`config.mk`:
```
export PLATFORM = sky130hd
export DESIGN_NAME = bp128_block_unpacker
export DESIGN_NICKNAME = d
export VERILOG_FILES = /design/src/hw/rtl/bp128_pkg.sv /design/src/hw/rtl/bp128_block_unpacker.sv /design/src/hw/rtl/bp128_ctrl.sv /design/src/hw/rtl/bp128_lane.sv /design/src/hw/rtl/bp128_merge.sv
export SDC_FILE = /design/constraint.sdc
export NUM_CORES = 2
export LEC_CHECK = 0
export ABC_AREA = 0
export BUFFER_PORTS_ARGS = -buffer_cell sky130_fd_sc_hd__buf_2
export CAP_MARGIN = 20
export CORE_UTILIZATION = 40
export DETAILED_ROUTE_END_ITERATION = 10
export GPL_ROUTABILITY_DRIVEN = 0
export PLACE_DENSITY = 0.6
export SYNTH_ARGS = -nofsm -noshare
export SYNTH_HDL_FRONTEND = slang
export SYNTH_HIERARCHICAL = 1
export SYNTH_SLANG_ARGS = --single-unit
```
`constraint.sdc`:
```
create_clock -name aclk -period 7.9 [get_ports aclk]
set_clock_uncertainty 0.2 [all_clocks]
set_input_delay 1.58 -clock aclk [delete_from_list [all_inputs] [get_ports aclk]]
set_output_delay 1.58 -clock aclk [all_outputs]
set_load 0.05 [all_outputs]
```
`src/hw/rtl/bp128_pkg.sv`:
```
// ============================================================================
// bp128_pkg: shared types and constants for the BP128 block unpacker
// Word and field widths, decode modes, the slot request passed from the
// sequencer to the lanes, and the control that travels on to the merge stage.
// ============================================================================
package bp128_pkg;

    localparam int LANES  = 4;
    localparam int SLOTS  = 32;
    localparam int WORD_W = 32;
    localparam int BW_W   = 6;
    localparam int SLOT_W = 6;
    localparam int SH_W   = 5;
    localparam int POS_W  = 11;

    localparam logic [WORD_W-1:0] WORD_MASK = 32'hffff_ffff;
    localparam logic [BW_W-1:0]   FULL_WIDTH = 6'd32;
    localparam logic [SLOT_W-1:0] LAST_SLOT  = 6'd31;

    typedef enum logic [1:0] {
        MODE_PLAIN    = 2'd0,
        MODE_DELTA    = 2'd1,
        MODE_DELTA_ZZ = 2'd2,
        MODE_FOR      = 2'd3
    } mode_t;

    // One slot request from the sequencer to every lane
    typedef struct packed {
        logic [SH_W-1:0]   sh;
        logic              use_carry;
        logic              full;
        logic              fill;
        logic [WORD_W-1:0] fill_value;
        logic [BW_W-1:0]   width;
        mode_t             mode;
        logic [WORD_W-1:0] offset;
        logic              delta;
        logic              seed;
        logic              last;
    } issue_t;

    // Control that follows the lane values into the merge stage
    typedef struct packed {
        logic              delta;
        logic              seed;
        logic              last;
        logic [WORD_W-1:0] offset;
    } merge_ctl_t;

    function automatic logic [WORD_W-1:0] unzigzag(input logic [WORD_W-1:0] v);
        return (v >> 1) ^ {WORD_W{v[0]}};
    endfunction

endpackage

```
`src/hw/rtl/bp128_block_unpacker.sv`:
```
// ============================================================================
// bp128_block_unpacker: BP128 chunk decoder, four interleaved 32-bit lanes
// Channel  Dir  Handshake           Payload
// s_       in   s_valid / s_ready   packed_lane_0..3, bit_width, mode, offset
// m_       out  m_valid / m_ready   value_lane_0..3, last_of_chunk
//
// One decoded vector leaves per cycle while m_ready is high; a packed word is
// held until it has completed its slots (one at width 32, up to 32 at width 1,
// and 32 for a zero-width chunk), so s_ready drops at narrow widths.
// The first vector passes the word, lane and output registers in that order.
// Reset (aresetn low, synchronous) empties the pipeline and starts a chunk.
// m_ready low stalls the output register, then the lanes, then the sequencer.
// ============================================================================
module bp128_block_unpacker import bp128_pkg::*; (
    input  logic              aclk,
    input  logic              aresetn,
    input  logic              s_valid,
    output logic              s_ready,
    input  logic [WORD_W-1:0] s_packed_lane_0,
    input  logic [WORD_W-1:0] s_packed_lane_1,
    input  logic [WORD_W-1:0] s_packed_lane_2,
    input  logic [WORD_W-1:0] s_packed_lane_3,
    input  logic [BW_W-1:0]   s_bit_width,
    input  logic [1:0]        s_mode,
    input  logic [WORD_W-1:0] s_offset,
    output logic              m_valid,
    input  logic              m_ready,
    output logic [WORD_W-1:0] m_value_lane_0,
    output logic [WORD_W-1:0] m_value_lane_1,
    output logic [WORD_W-1:0] m_value_lane_2,
    output logic [WORD_W-1:0] m_value_lane_3,
    output logic              m_last_of_chunk
);

    logic [LANES-1:0][WORD_W-1:0] s_lanes;
    logic [LANES-1:0][WORD_W-1:0] cur_lanes;
    logic [LANES-1:0][WORD_W-1:0] carry_lanes;
    logic [LANES-1:0][WORD_W-1:0] lane_values;
    logic [LANES-1:0][WORD_W-1:0] out_values;
    issue_t                       issue;
    logic                         issue_valid;
    logic                         issue_fire;
    logic                         s1_valid_reg;
    logic                         s1_ready;
    merge_ctl_t                   s1_ctl_reg;
    logic                         merge_ready;

    assign s_lanes = {s_packed_lane_3, s_packed_lane_2, s_packed_lane_1, s_packed_lane_0};

    bp128_ctrl u_ctrl (
        .aclk        (aclk),
        .aresetn     (aresetn),
        .s_valid     (s_valid),
        .s_ready     (s_ready),
        .s_lanes     (s_lanes),
        .s_bit_width (s_bit_width),
        .s_mode      (s_mode),
        .s_offset    (s_offset),
        .issue_valid (issue_valid),
        .issue_ready (s1_ready),
        .issue       (issue),
        .cur_lanes   (cur_lanes),
        .carry_lanes (carry_lanes)
    );

    // Lane stage: advance when the merge stage can take its contents
    assign s1_ready   = !s1_valid_reg || merge_ready;
    assign issue_fire = issue_valid && s1_ready;

    for (genvar g = 0; g < LANES; g++) begin : g_lane
        bp128_lane u_lane (
            .aclk       (aclk),
            .load       (issue_fire),
            .issue      (issue),
            .cur_word   (cur_lanes[g]),
            .carry_word (carry_lanes[g]),
            .value      (lane_values[g])
        );
    end

    always_ff @(posedge aclk) begin
        if (!aresetn) begin
            s1_valid_reg <= 1'b0;
        end else if (s1_ready) begin
            s1_valid_reg <= issue_valid;
        end
    end

    // Hold the merge control alongside the lane values
    always_ff @(posedge aclk) begin
        if (issue_fire) begin
            s1_ctl_reg.delta  <= issue.delta;
            s1_ctl_reg.seed   <= issue.seed;
            s1_ctl_reg.last   <= issue.last;
            s1_ctl_reg.offset <= issue.offset;
        end
    end

    bp128_merge u_merge (
        .aclk       (aclk),
        .aresetn    (aresetn),
        .in_valid   (s1_valid_reg),
        .in_ready   (merge_ready),
        .in_values  (lane_values),
        .in_ctl     (s1_ctl_reg),
        .out_valid  (m_valid),
        .out_ready  (m_ready),
        .out_values (out_values),
        .out_last   (m_last_of_chunk)
    );

    assign m_value_lane_0 = out_values[0];
    assign m_value_lane_1 = out_values[1];
    assign m_value_lane_2 = out_values[2];
    assign m_value_lane_3 = out_values[3];

endmodule

```
`src/hw/rtl/bp128_ctrl.sv`:
```
// ============================================================================
// bp128_ctrl: word register and slot sequencer
// Holds the current and previous packed word, tracks the next slot's bit
// position, issues one slot request per cycle (if issue_ready) while its last
// bit is in this word. Releases the word (taking the next) on its last slot.
// ============================================================================
module bp128_ctrl import bp128_pkg::*; (
    input  logic                         aclk,
    input  logic                         aresetn,
    input  logic                         s_valid,
    output logic                         s_ready,
    input  logic [LANES-1:0][WORD_W-1:0] s_lanes,
    input  logic [BW_W-1:0]              s_bit_width,
    input  logic [1:0]                   s_mode,
    input  logic [WORD_W-1:0]            s_offset,
    output logic                         issue_valid,
    input  logic                         issue_ready,
    output issue_t                       issue,
    output logic [LANES-1:0][WORD_W-1:0] cur_lanes,
    output logic [LANES-1:0][WORD_W-1:0] carry_lanes
);

    logic                         loaded_reg, loaded_next;
    logic                         fill_reg, fill_next;
    logic [LANES-1:0][WORD_W-1:0] cur_reg, cur_next;
    logic [LANES-1:0][WORD_W-1:0] carry_reg, carry_next;
    logic [BW_W-1:0]              width_reg, width_next;
    mode_t                        mode_reg, mode_next;
    logic [WORD_W-1:0]            offset_reg, offset_next;
    logic [BW_W-1:0]              words_left_reg, words_left_next;
    logic [SLOT_W-1:0]            slot_reg, slot_next;
    logic [POS_W-1:0]             start_reg, start_next;

    logic [BW_W-1:0]  word_idx;
    logic [POS_W-1:0] end_bit;
    logic [POS_W-1:0] next_end_bit;
    logic             end_in_word;
    logic             next_in_word;
    logic             issue_fire;
    logic             release_word;
    logic             s_fire;
    logic             chunk_start;
    logic [BW_W-1:0]  wl_after;
    logic [BW_W-1:0]  sat_width;

    // Locate the next slot relative to the current word
    assign word_idx     = width_reg - words_left_reg;
    assign end_bit      = start_reg + {5'd0, width_reg} - 11'd1;
    assign next_end_bit = start_reg + {4'd0, width_reg, 1'b0} - 11'd1;
    assign end_in_word  = (end_bit[POS_W-1:SH_W] == word_idx);
    assign next_in_word = (slot_reg != LAST_SLOT) && (next_end_bit[POS_W-1:SH_W] == word_idx);

    assign issue_valid = loaded_reg && (fill_reg || (!slot_reg[SLOT_W-1] && end_in_word));
    assign issue_fire  = issue_valid && issue_ready;

    // Release the word on its last slot, or at once if it holds none
    always_comb begin
        if (!loaded_reg) begin
            release_word = 1'b0;
        end else if (fill_reg) begin
            release_word = issue_fire && (slot_reg == LAST_SLOT);
        end else begin
            release_word = !issue_valid || (issue_fire && !next_in_word);
        end
    end

    assign s_ready     = !loaded_reg || release_word;
    assign s_fire      = s_valid && s_ready;
    assign wl_after    = (release_word && !fill_reg) ? words_left_reg - 6'd1 : words_left_reg;
    assign chunk_start = (wl_after == '0);
    assign sat_width   = (s_bit_width > FULL_WIDTH) ? FULL_WIDTH : s_bit_width;

    // Build the slot request
    always_comb begin
        issue.sh         = start_reg[SH_W-1:0];
        issue.use_carry  = (start_reg[POS_W-1:SH_W] != word_idx) && (start_reg[SH_W-1:0] != '0);
        issue.full       = (width_reg == FULL_WIDTH);
        issue.fill       = fill_reg;
        issue.fill_value = (mode_reg == MODE_PLAIN) ? '0 : offset_reg;
        issue.width      = width_reg;
        issue.mode       = mode_reg;
        issue.offset     = offset_reg;
        issue.delta      = ((mode_reg == MODE_DELTA) || (mode_reg == MODE_DELTA_ZZ))
                           && !issue.full && !fill_reg;
        issue.seed       = (slot_reg == '0);
        issue.last       = (slot_reg == LAST_SLOT);
    end

    assign cur_lanes   = cur_reg;
    assign carry_lanes = carry_reg;

    // Next state: advance the slot, retire the word, take a new request
    always_comb begin
        loaded_next     = loaded_reg;
        fill_next       = fill_reg;
        cur_next        = cur_reg;
        carry_next      = carry_reg;
        width_next      = width_reg;
        mode_next       = mode_reg;
        offset_next     = offset_reg;
        words_left_next = words_left_reg;
        slot_next       = slot_reg;
        start_next      = start_reg;

        if (issue_fire) begin
            slot_next  = slot_reg + 6'd1;
            start_next = start_reg + {5'd0, width_reg};
        end

        if (release_word) begin
            loaded_next = 1'b0;
            if (!fill_reg) begin
                carry_next      = cur_reg;
                words_left_next = wl_after;
            end
        end

        if (s_fire) begin
            loaded_next = 1'b1;
            cur_next    = s_lanes;
            if (chunk_start) begin
                width_next      = sat_width;
                mode_next       = mode_t'(s_mode);
                offset_next     = s_offset;
                words_left_next = sat_width;
                fill_next       = (sat_width == '0);
                slot_next       = '0;
                start_next      = '0;
            end
        end
    end

    always_ff @(posedge aclk) begin
        if (!aresetn) begin
            loaded_reg     <= 1'b0;
            fill_reg       <= 1'b0;
            width_reg      <= '0;
            mode_reg       <= MODE_PLAIN;
            offset_reg     <= '0;
            words_left_reg <= '0;
            slot_reg       <= '0;
            start_reg      <= '0;
        end else begin
            loaded_reg     <= loaded_next;
            fill_reg       <= fill_next;
            width_reg      <= width_next;
            mode_reg       <= mode_next;
            offset_reg     <= offset_next;
            words_left_reg <= words_left_next;
            slot_reg       <= slot_next;
            start_reg      <= start_next;
        end
    end

    always_ff @(posedge aclk) begin
        cur_reg   <= cur_next;
        carry_reg <= carry_next;
    end

`ifndef SYNTHESIS
    assert property (@(posedge aclk) disable iff (!aresetn)
        slot_reg <= 6'(SLOTS))
        else $error("slot counter ran past the chunk");

    assert property (@(posedge aclk) disable iff (!aresetn)
        fill_reg |-> (words_left_reg == '0))
        else $error("zero-width chunk with packed words outstanding");

    assert property (@(posedge aclk) disable iff (!aresetn)
        (loaded_reg && !fill_reg) |-> (width_reg != '0) && (words_left_reg != '0))
        else $error("packed word held outside a chunk");

    assert property (@(posedge aclk) disable iff (!aresetn)
        (loaded_reg && !fill_reg) |-> issue_valid)
        else $error("packed word holds no slot end");
`endif

endmodule

```
`src/hw/rtl/bp128_lane.sv`:
```
// ============================================================================
// bp128_lane: one lane's value extractor
// Funnel-shifts the slot out of the current and previous word, masks it to
// the chunk width and applies frame offset or zigzag decode. Registered.
// ============================================================================
module bp128_lane import bp128_pkg::*; (
    input  logic              aclk,
    input  logic              load,
    input  issue_t            issue,
    input  logic [WORD_W-1:0] cur_word,
    input  logic [WORD_W-1:0] carry_word,
    output logic [WORD_W-1:0] value
);

    logic [2*WORD_W-1:0] pair;
    logic [WORD_W-1:0]   raw;
    logic [WORD_W-1:0]   mask;
    logic [WORD_W-1:0]   field;
    logic [WORD_W-1:0]   value_reg, value_next;

    // Pull the slot bits, spanning the word boundary when needed
    assign pair  = {cur_word, carry_word} >> issue.sh;
    assign raw   = issue.use_carry ? pair[WORD_W-1:0] : (cur_word >> issue.sh);
    assign mask  = ~(WORD_MASK << issue.width[SH_W-1:0]);
    assign field = raw & mask;

    // Decode per mode
    always_comb begin
        if (issue.fill) begin
            value_next = issue.fill_value;
        end else if (issue.full) begin
            value_next = cur_word;
        end else begin
            case (issue.mode)
                MODE_FOR:      value_next = field + issue.offset;
                MODE_DELTA_ZZ: value_next = unzigzag(field);
                MODE_DELTA:    value_next = field;
                MODE_PLAIN:    value_next = field;
                default:       value_next = field;
            endcase
        end
    end

    always_ff @(posedge aclk) begin
        if (load) begin
            value_reg <= value_next;
        end
    end

    assign value = value_reg;

endmodule

```
`src/hw/rtl/bp128_merge.sv`:
```
// ============================================================================
// bp128_merge: cross-lane prefix sum and output register
// In delta modes adds the running delta sum into the four lane values in
// memory order, and holds the result vector until the consumer takes it.
// ============================================================================
module bp128_merge import bp128_pkg::*; (
    input  logic                         aclk,
    input  logic                         aresetn,
    input  logic                         in_valid,
    output logic                         in_ready,
    input  logic [LANES-1:0][WORD_W-1:0] in_values,
    input  merge_ctl_t                   in_ctl,
    output logic                         out_valid,
    input  logic                         out_ready,
    output logic [LANES-1:0][WORD_W-1:0] out_values,
    output logic                         out_last
);

    logic                         valid_reg;
    logic [LANES-1:0][WORD_W-1:0] values_reg, values_next;
    logic                         last_reg;
    logic [WORD_W-1:0]            run_reg, run_next;
    logic [WORD_W-1:0]            base;
    logic [WORD_W-1:0]            pair_lo;
    logic [WORD_W-1:0]            pair_hi;
    logic                         load;

    assign in_ready = !valid_reg || out_ready;
    assign load     = in_valid && in_ready;

    // Inclusive prefix sum, seeded with the offset on a chunk's first slot
    assign base    = in_ctl.seed ? in_ctl.offset : run_reg;
    assign pair_lo = in_values[0] + in_values[1];
    assign pair_hi = in_values[2] + in_values[3];

    always_comb begin
        values_next = in_values;
        run_next    = run_reg;
        if (in_ctl.delta) begin
            values_next[0] = base + in_values[0];
            values_next[1] = base + pair_lo;
            values_next[2] = values_next[1] + in_values[2];
            values_next[3] = values_next[1] + pair_hi;
            run_next       = values_next[3];
        end
    end

    always_ff @(posedge aclk) begin
        if (!aresetn) begin
            valid_reg <= 1'b0;
            run_reg   <= '0;
        end else begin
            if (load) begin
                valid_reg <= 1'b1;
                run_reg   <= run_next;
            end else if (out_ready) begin
                valid_reg <= 1'b0;
            end
        end
    end

    always_ff @(posedge aclk) begin
        if (load) begin
            values_reg <= values_next;
            last_reg   <= in_ctl.last;
        end
    end

    assign out_valid  = valid_reg;
    assign out_values = values_reg;
    assign out_last   = last_reg;

`ifndef SYNTHESIS
    assert property (@(posedge aclk) disable iff (!aresetn)
        (valid_reg && !out_ready) |=> $stable(run_reg))
        else $error("running sum moved while output stalled");
`endif

endmodule
```
==> flow_summary.yaml <==
floorplan:
  boundaryPins: 303
  die_y_um: 404
  die-width_um: 404
  fp-row-count: 147
  die_outline_area_sq_um: 164000
  design.core.area_sq_um: 161000
  initial_utilization_pct: 40.3
pwr:
  p_per_area_nw_per_um2: 151
  intPower_mw: 7.00
  sw_frac_of_total_pct: 34.0
  clockPowerShare_pct: 35.0
  combinational_fraction_of_design_power_pct: 26.2
  static-leakage-power_nw: 25.9
  post-layout-total-power_mw: 10.6
  seq_power_share_pct: 38.8
  vdd.ir_drop.worst_v: 0.000226
  p_switching_mw: 3.60
clock_network:
  clk-insertion-delay-late_ns: 0.75
  cts.hold.buffers_added: 0
  postCtsResizedCells: 0
  clock_tree_from_tritoncts: "yes"
  post-cts-setup-buffers: 0
  clock_path_buffers: 3
  h-tree-depth: 3
  clkSlewWorstSetupHoldPaths_ns: 0.06
  cts_root_buffer_type: "sky130_fd_sc_hd__clkbuf_16"
  cts_made_buffers: 78
  cts.sink_count: 647
min_path:
  min_to: "u_merge/out_last"
  min_delay_path_depth: 0
  worst_hold_path_type: "reg2reg"
  hp-start: "s1_ctl_reg[32]"
timing:
  worst_pin_slew_ns: 1.29
  slew_viol_final: 0
  postLayoutSetupSlackWorst_ns: 0.295
  hold_violations: 0
  setup_repair_after_global_routing_missed_its_margin: "no"
  layout_worst_path_cycle_share_pct: 96.3
  fmax_mhz: 131
  finalWorstPathRequiredPeriod_ns: 7.61
  max-slew-margin-rel_pct: 12.1
  holdWs_ns: 0.222
  setup_violations: 0
  setup_total_negative_slack_ns: 0
synth:
  number_of_warnings_printed_during_yosys_synthesis: 6
  synthCells: 6854
  ys.flop_type: "sky130_fd_sc_hd__edfxtp_1"
  sequential_fraction_of_the_synthesis_area_pct: 28.5
  yosys-mux-area-fraction_pct: 17.0
  number_of_enable_type_register_cells_in_the_synthesized_netlist: 548
  post_synth_most_frequent_cells: "708 x sky130_fd_sc_hd__nand2_1, 548 x sky130_fd_sc_hd__edfxtp_1, 446 x sky130_fd_sc_hd__a21oi_1, 410 x sky130_fd_sc_hd__o21ai_0, 406 x sky130_fd_sc_hd__nor2_1"
  yosys.area_share.adder_pct: 7.36
  share_of_the_synthesized_area_in_the_top_cell_type_pct: 25.4
  synth_async_sr_flop_share_pct: 0
  post_synth_and_or_nand_nor_area_fraction_pct: 15.0
  synth.area.top_cells: "sky130_fd_sc_hd__edfxtp_1 25%, sky130_fd_sc_hd__mux4_2 7.3%, sky130_fd_sc_hd__ha_1 4.9%, sky130_fd_sc_hd__mux2i_1 4.3%, sky130_fd_sc_hd__nand2_1 4.1%"
  yosysMostFrequentCell: "sky130_fd_sc_hd__nand2_1"
  net_count_synth: 7347
  yosysUniqueCellTypes: 137
  synth_compound_area_share_pct: 21.2
  yosys_register_bits: 647
  synth_xor_xnor_area_share_pct: 5.00
  yosysTopAreaCell: "sky130_fd_sc_hd__edfxtp_1"
  syn_avg_cell_area_sq_um: 9.45
  netlist_area_sq_um: 64800
  synth_top_family_by_area: "compound AO/OA/AOI/OAI gates"
critical_path:
  critical_path_class: "reg2reg"
  worstPathMaxFanout: 64
  worst_r2r_startpoint: "u_ctrl/words_left_reg[0]"
  worstPathArrival_ns: 7.88
  critPathMaxStageDelay_ns: 0.62
  worstPathRequired_ns: 8.17
  critPathLaunchType: "flip-flop"
  slowest_stage_cell_crit_path: "sky130_fd_sc_hd__nor3_1"
  regToRegEndpoint: "g_lane[2].u_lane/value[16]"
  ff2ff_setup_slack_ns: 0.29
  category_of_the_worst_setup_path_capture_point: "flip-flop"
  number_of_cells_traversed_by_the_worst_register_to_register_path: 29
placement:
  place_area_sq_um: 67600
  placed_cells: 8976
  place_hpwl_mm: 194
  placement.setup.worst_slack_ns: 0.491
  io_buffer_count: 302
global_routing:
  grt_pass1_wl_mm: 372
  groute.usage.overall_pct: 30.4
  gr_overflow_total: 0
  antenna_found_initial: 19
  grt_pass1_vias: 54800
  grt_start_max_net_pins: 151
route:
  drt_iter0_drc: 9576
  drtPass1Iterations: 7
  totalWireLength_mm: 257
  dr_total_vias: 59800
  remaining_drc_errors: 0
  drt.antenna.violating_nets: 0
  wire_per_inst_um: 28.2
  detail_route.vias_per_cell: 6.55
cells_and_area:
  fin_area_sq_um: 70300
  fillerInstances: 15500
  syn2layout_area_growth_pct: 8.52
  final_nets: 7392
  area.sequential_sq_um: 18500
  utilization_pct: 43.7
  drive_gt1_share_pct: 17.5
  finalNonFillerCells: 9125
  multi_input_area_sq_um: 42500
run_status:
  status: "finished, final reports clean"
job:
  max-cap-violations: 0
-- cell families (layout without fill, tap and decap cells) --
logic type | Yosys count | after routing
flops | 647 | 647
buf+inv | 781 | 890
other cells | 0 | 2
compound gates | 1980 | 1980
xor+xnor | 364 | 364
fa+ha+maj | 345 | 345
mux | 742 | 742
simple gates | 1995 | 1995
-- worst max-delay path, delay by kind of cell (launching register included) --
kind / cells / cell delay [ns]
DFF: 1 / 0.40
AOI/OAI and AO/OA: 12 / 2.69
xor gates and xnor gates: 3 / 0.63
buffers and inverters: 4 / 0.87
and+or+nand+nor: 7 / 1.52
adders and majority gates: 3 / 1.00
-- placed cells by master (no fill, tap or decap), types with 34 or more instances in the layout --
master                        n
sky130_fd_sc_hd__a211oi_1    73
sky130_fd_sc_hd__a21o_1     128
sky130_fd_sc_hd__a21oi_1    446
sky130_fd_sc_hd__a221oi_1    41
sky130_fd_sc_hd__a31oi_1     92
sky130_fd_sc_hd__and2_1      54
sky130_fd_sc_hd__and3_1      58
sky130_fd_sc_hd__buf_2      301
sky130_fd_sc_hd__buf_4      118
sky130_fd_sc_hd__clkbuf_16   79
sky130_fd_sc_hd__dfxtp_1     87
sky130_fd_sc_hd__edfxtp_1   548
sky130_fd_sc_hd__fa_1        68
sky130_fd_sc_hd__ha_1       253
sky130_fd_sc_hd__inv_1      282
sky130_fd_sc_hd__mux2_2     212
sky130_fd_sc_hd__mux2i_1    278
sky130_fd_sc_hd__mux4_1      42
sky130_fd_sc_hd__mux4_2     209
sky130_fd_sc_hd__nand2_1    708
sky130_fd_sc_hd__nand2b_1    76
sky130_fd_sc_hd__nand3_1    171
sky130_fd_sc_hd__nand4_1     55
sky130_fd_sc_hd__nor2_1     406
sky130_fd_sc_hd__nor2b_1    129
sky130_fd_sc_hd__nor3_1     113
sky130_fd_sc_hd__nor3b_1     34
sky130_fd_sc_hd__o211ai_1    83
sky130_fd_sc_hd__o21a_1      46
sky130_fd_sc_hd__o21ai_0    408
sky130_fd_sc_hd__o21bai_1    38
sky130_fd_sc_hd__o221ai_1    52
sky130_fd_sc_hd__o22ai_1     61
sky130_fd_sc_hd__o31ai_1     50
sky130_fd_sc_hd__or2_2       38
sky130_fd_sc_hd__xnor2_1    276
sky130_fd_sc_hd__xor2_1      84
-- per-layer routing --
layer	up-vias	global-route usage (%)	part of all wire (%)
met5	-	0	0.050
met4	16	14.9	5.7
met3	746	7.44	12
met2	4138	44.3	42
met1	28800	41.9	40
li1	26100	-	-
-- power groups by stage --
stage               Sequential [mW]  Clock (mW)  Combinational, mW
floorplan                      4.05           0               1.88
global placement               4.17           0               2.63
detailed placement             4.17           0               2.66
CTS                            4.10        3.80               2.67
global route                   4.11        3.92               2.93
finish                         4.11        3.72               2.78
-- area by class of cell --
type | instances | share of cell area (%)
Timing Repair Buffer | 440 | 4.00
Clock inverter | 50 | 0.769
Clock buffer | 94 | 2.98
Tap cell | 2160 | 3.84
Sequential cell | 647 | 26.3
Inverter | 306 | 1.63
Multi-Input combinational cell | 5426 | 60.5
Antenna cell | 2 | 0.00712
-- worst max path at each step --
stage,start,endpoint,slack [ns],cells after the start
after global routing,u_ctrl/words_left_reg[0],g_lane[0].u_lane/value[20],0.02,29
after CTS,u_ctrl/words_left_reg[0],g_lane[3].u_lane/value[23],0.46,28
final,u_ctrl/words_left_reg[0],g_lane[2].u_lane/value[16],0.29,29
after global placement,u_ctrl/words_left_reg[0],g_lane[3].u_lane/value[23],0.53,28
after floorplan,u_ctrl/width_reg[0],u_ctrl/cur_lanes[0],0.29,12
after detailed placement,u_ctrl/words_left_reg[0],g_lane[3].u_lane/value[23],0.49,28
(Power assumes the default switching activity.)
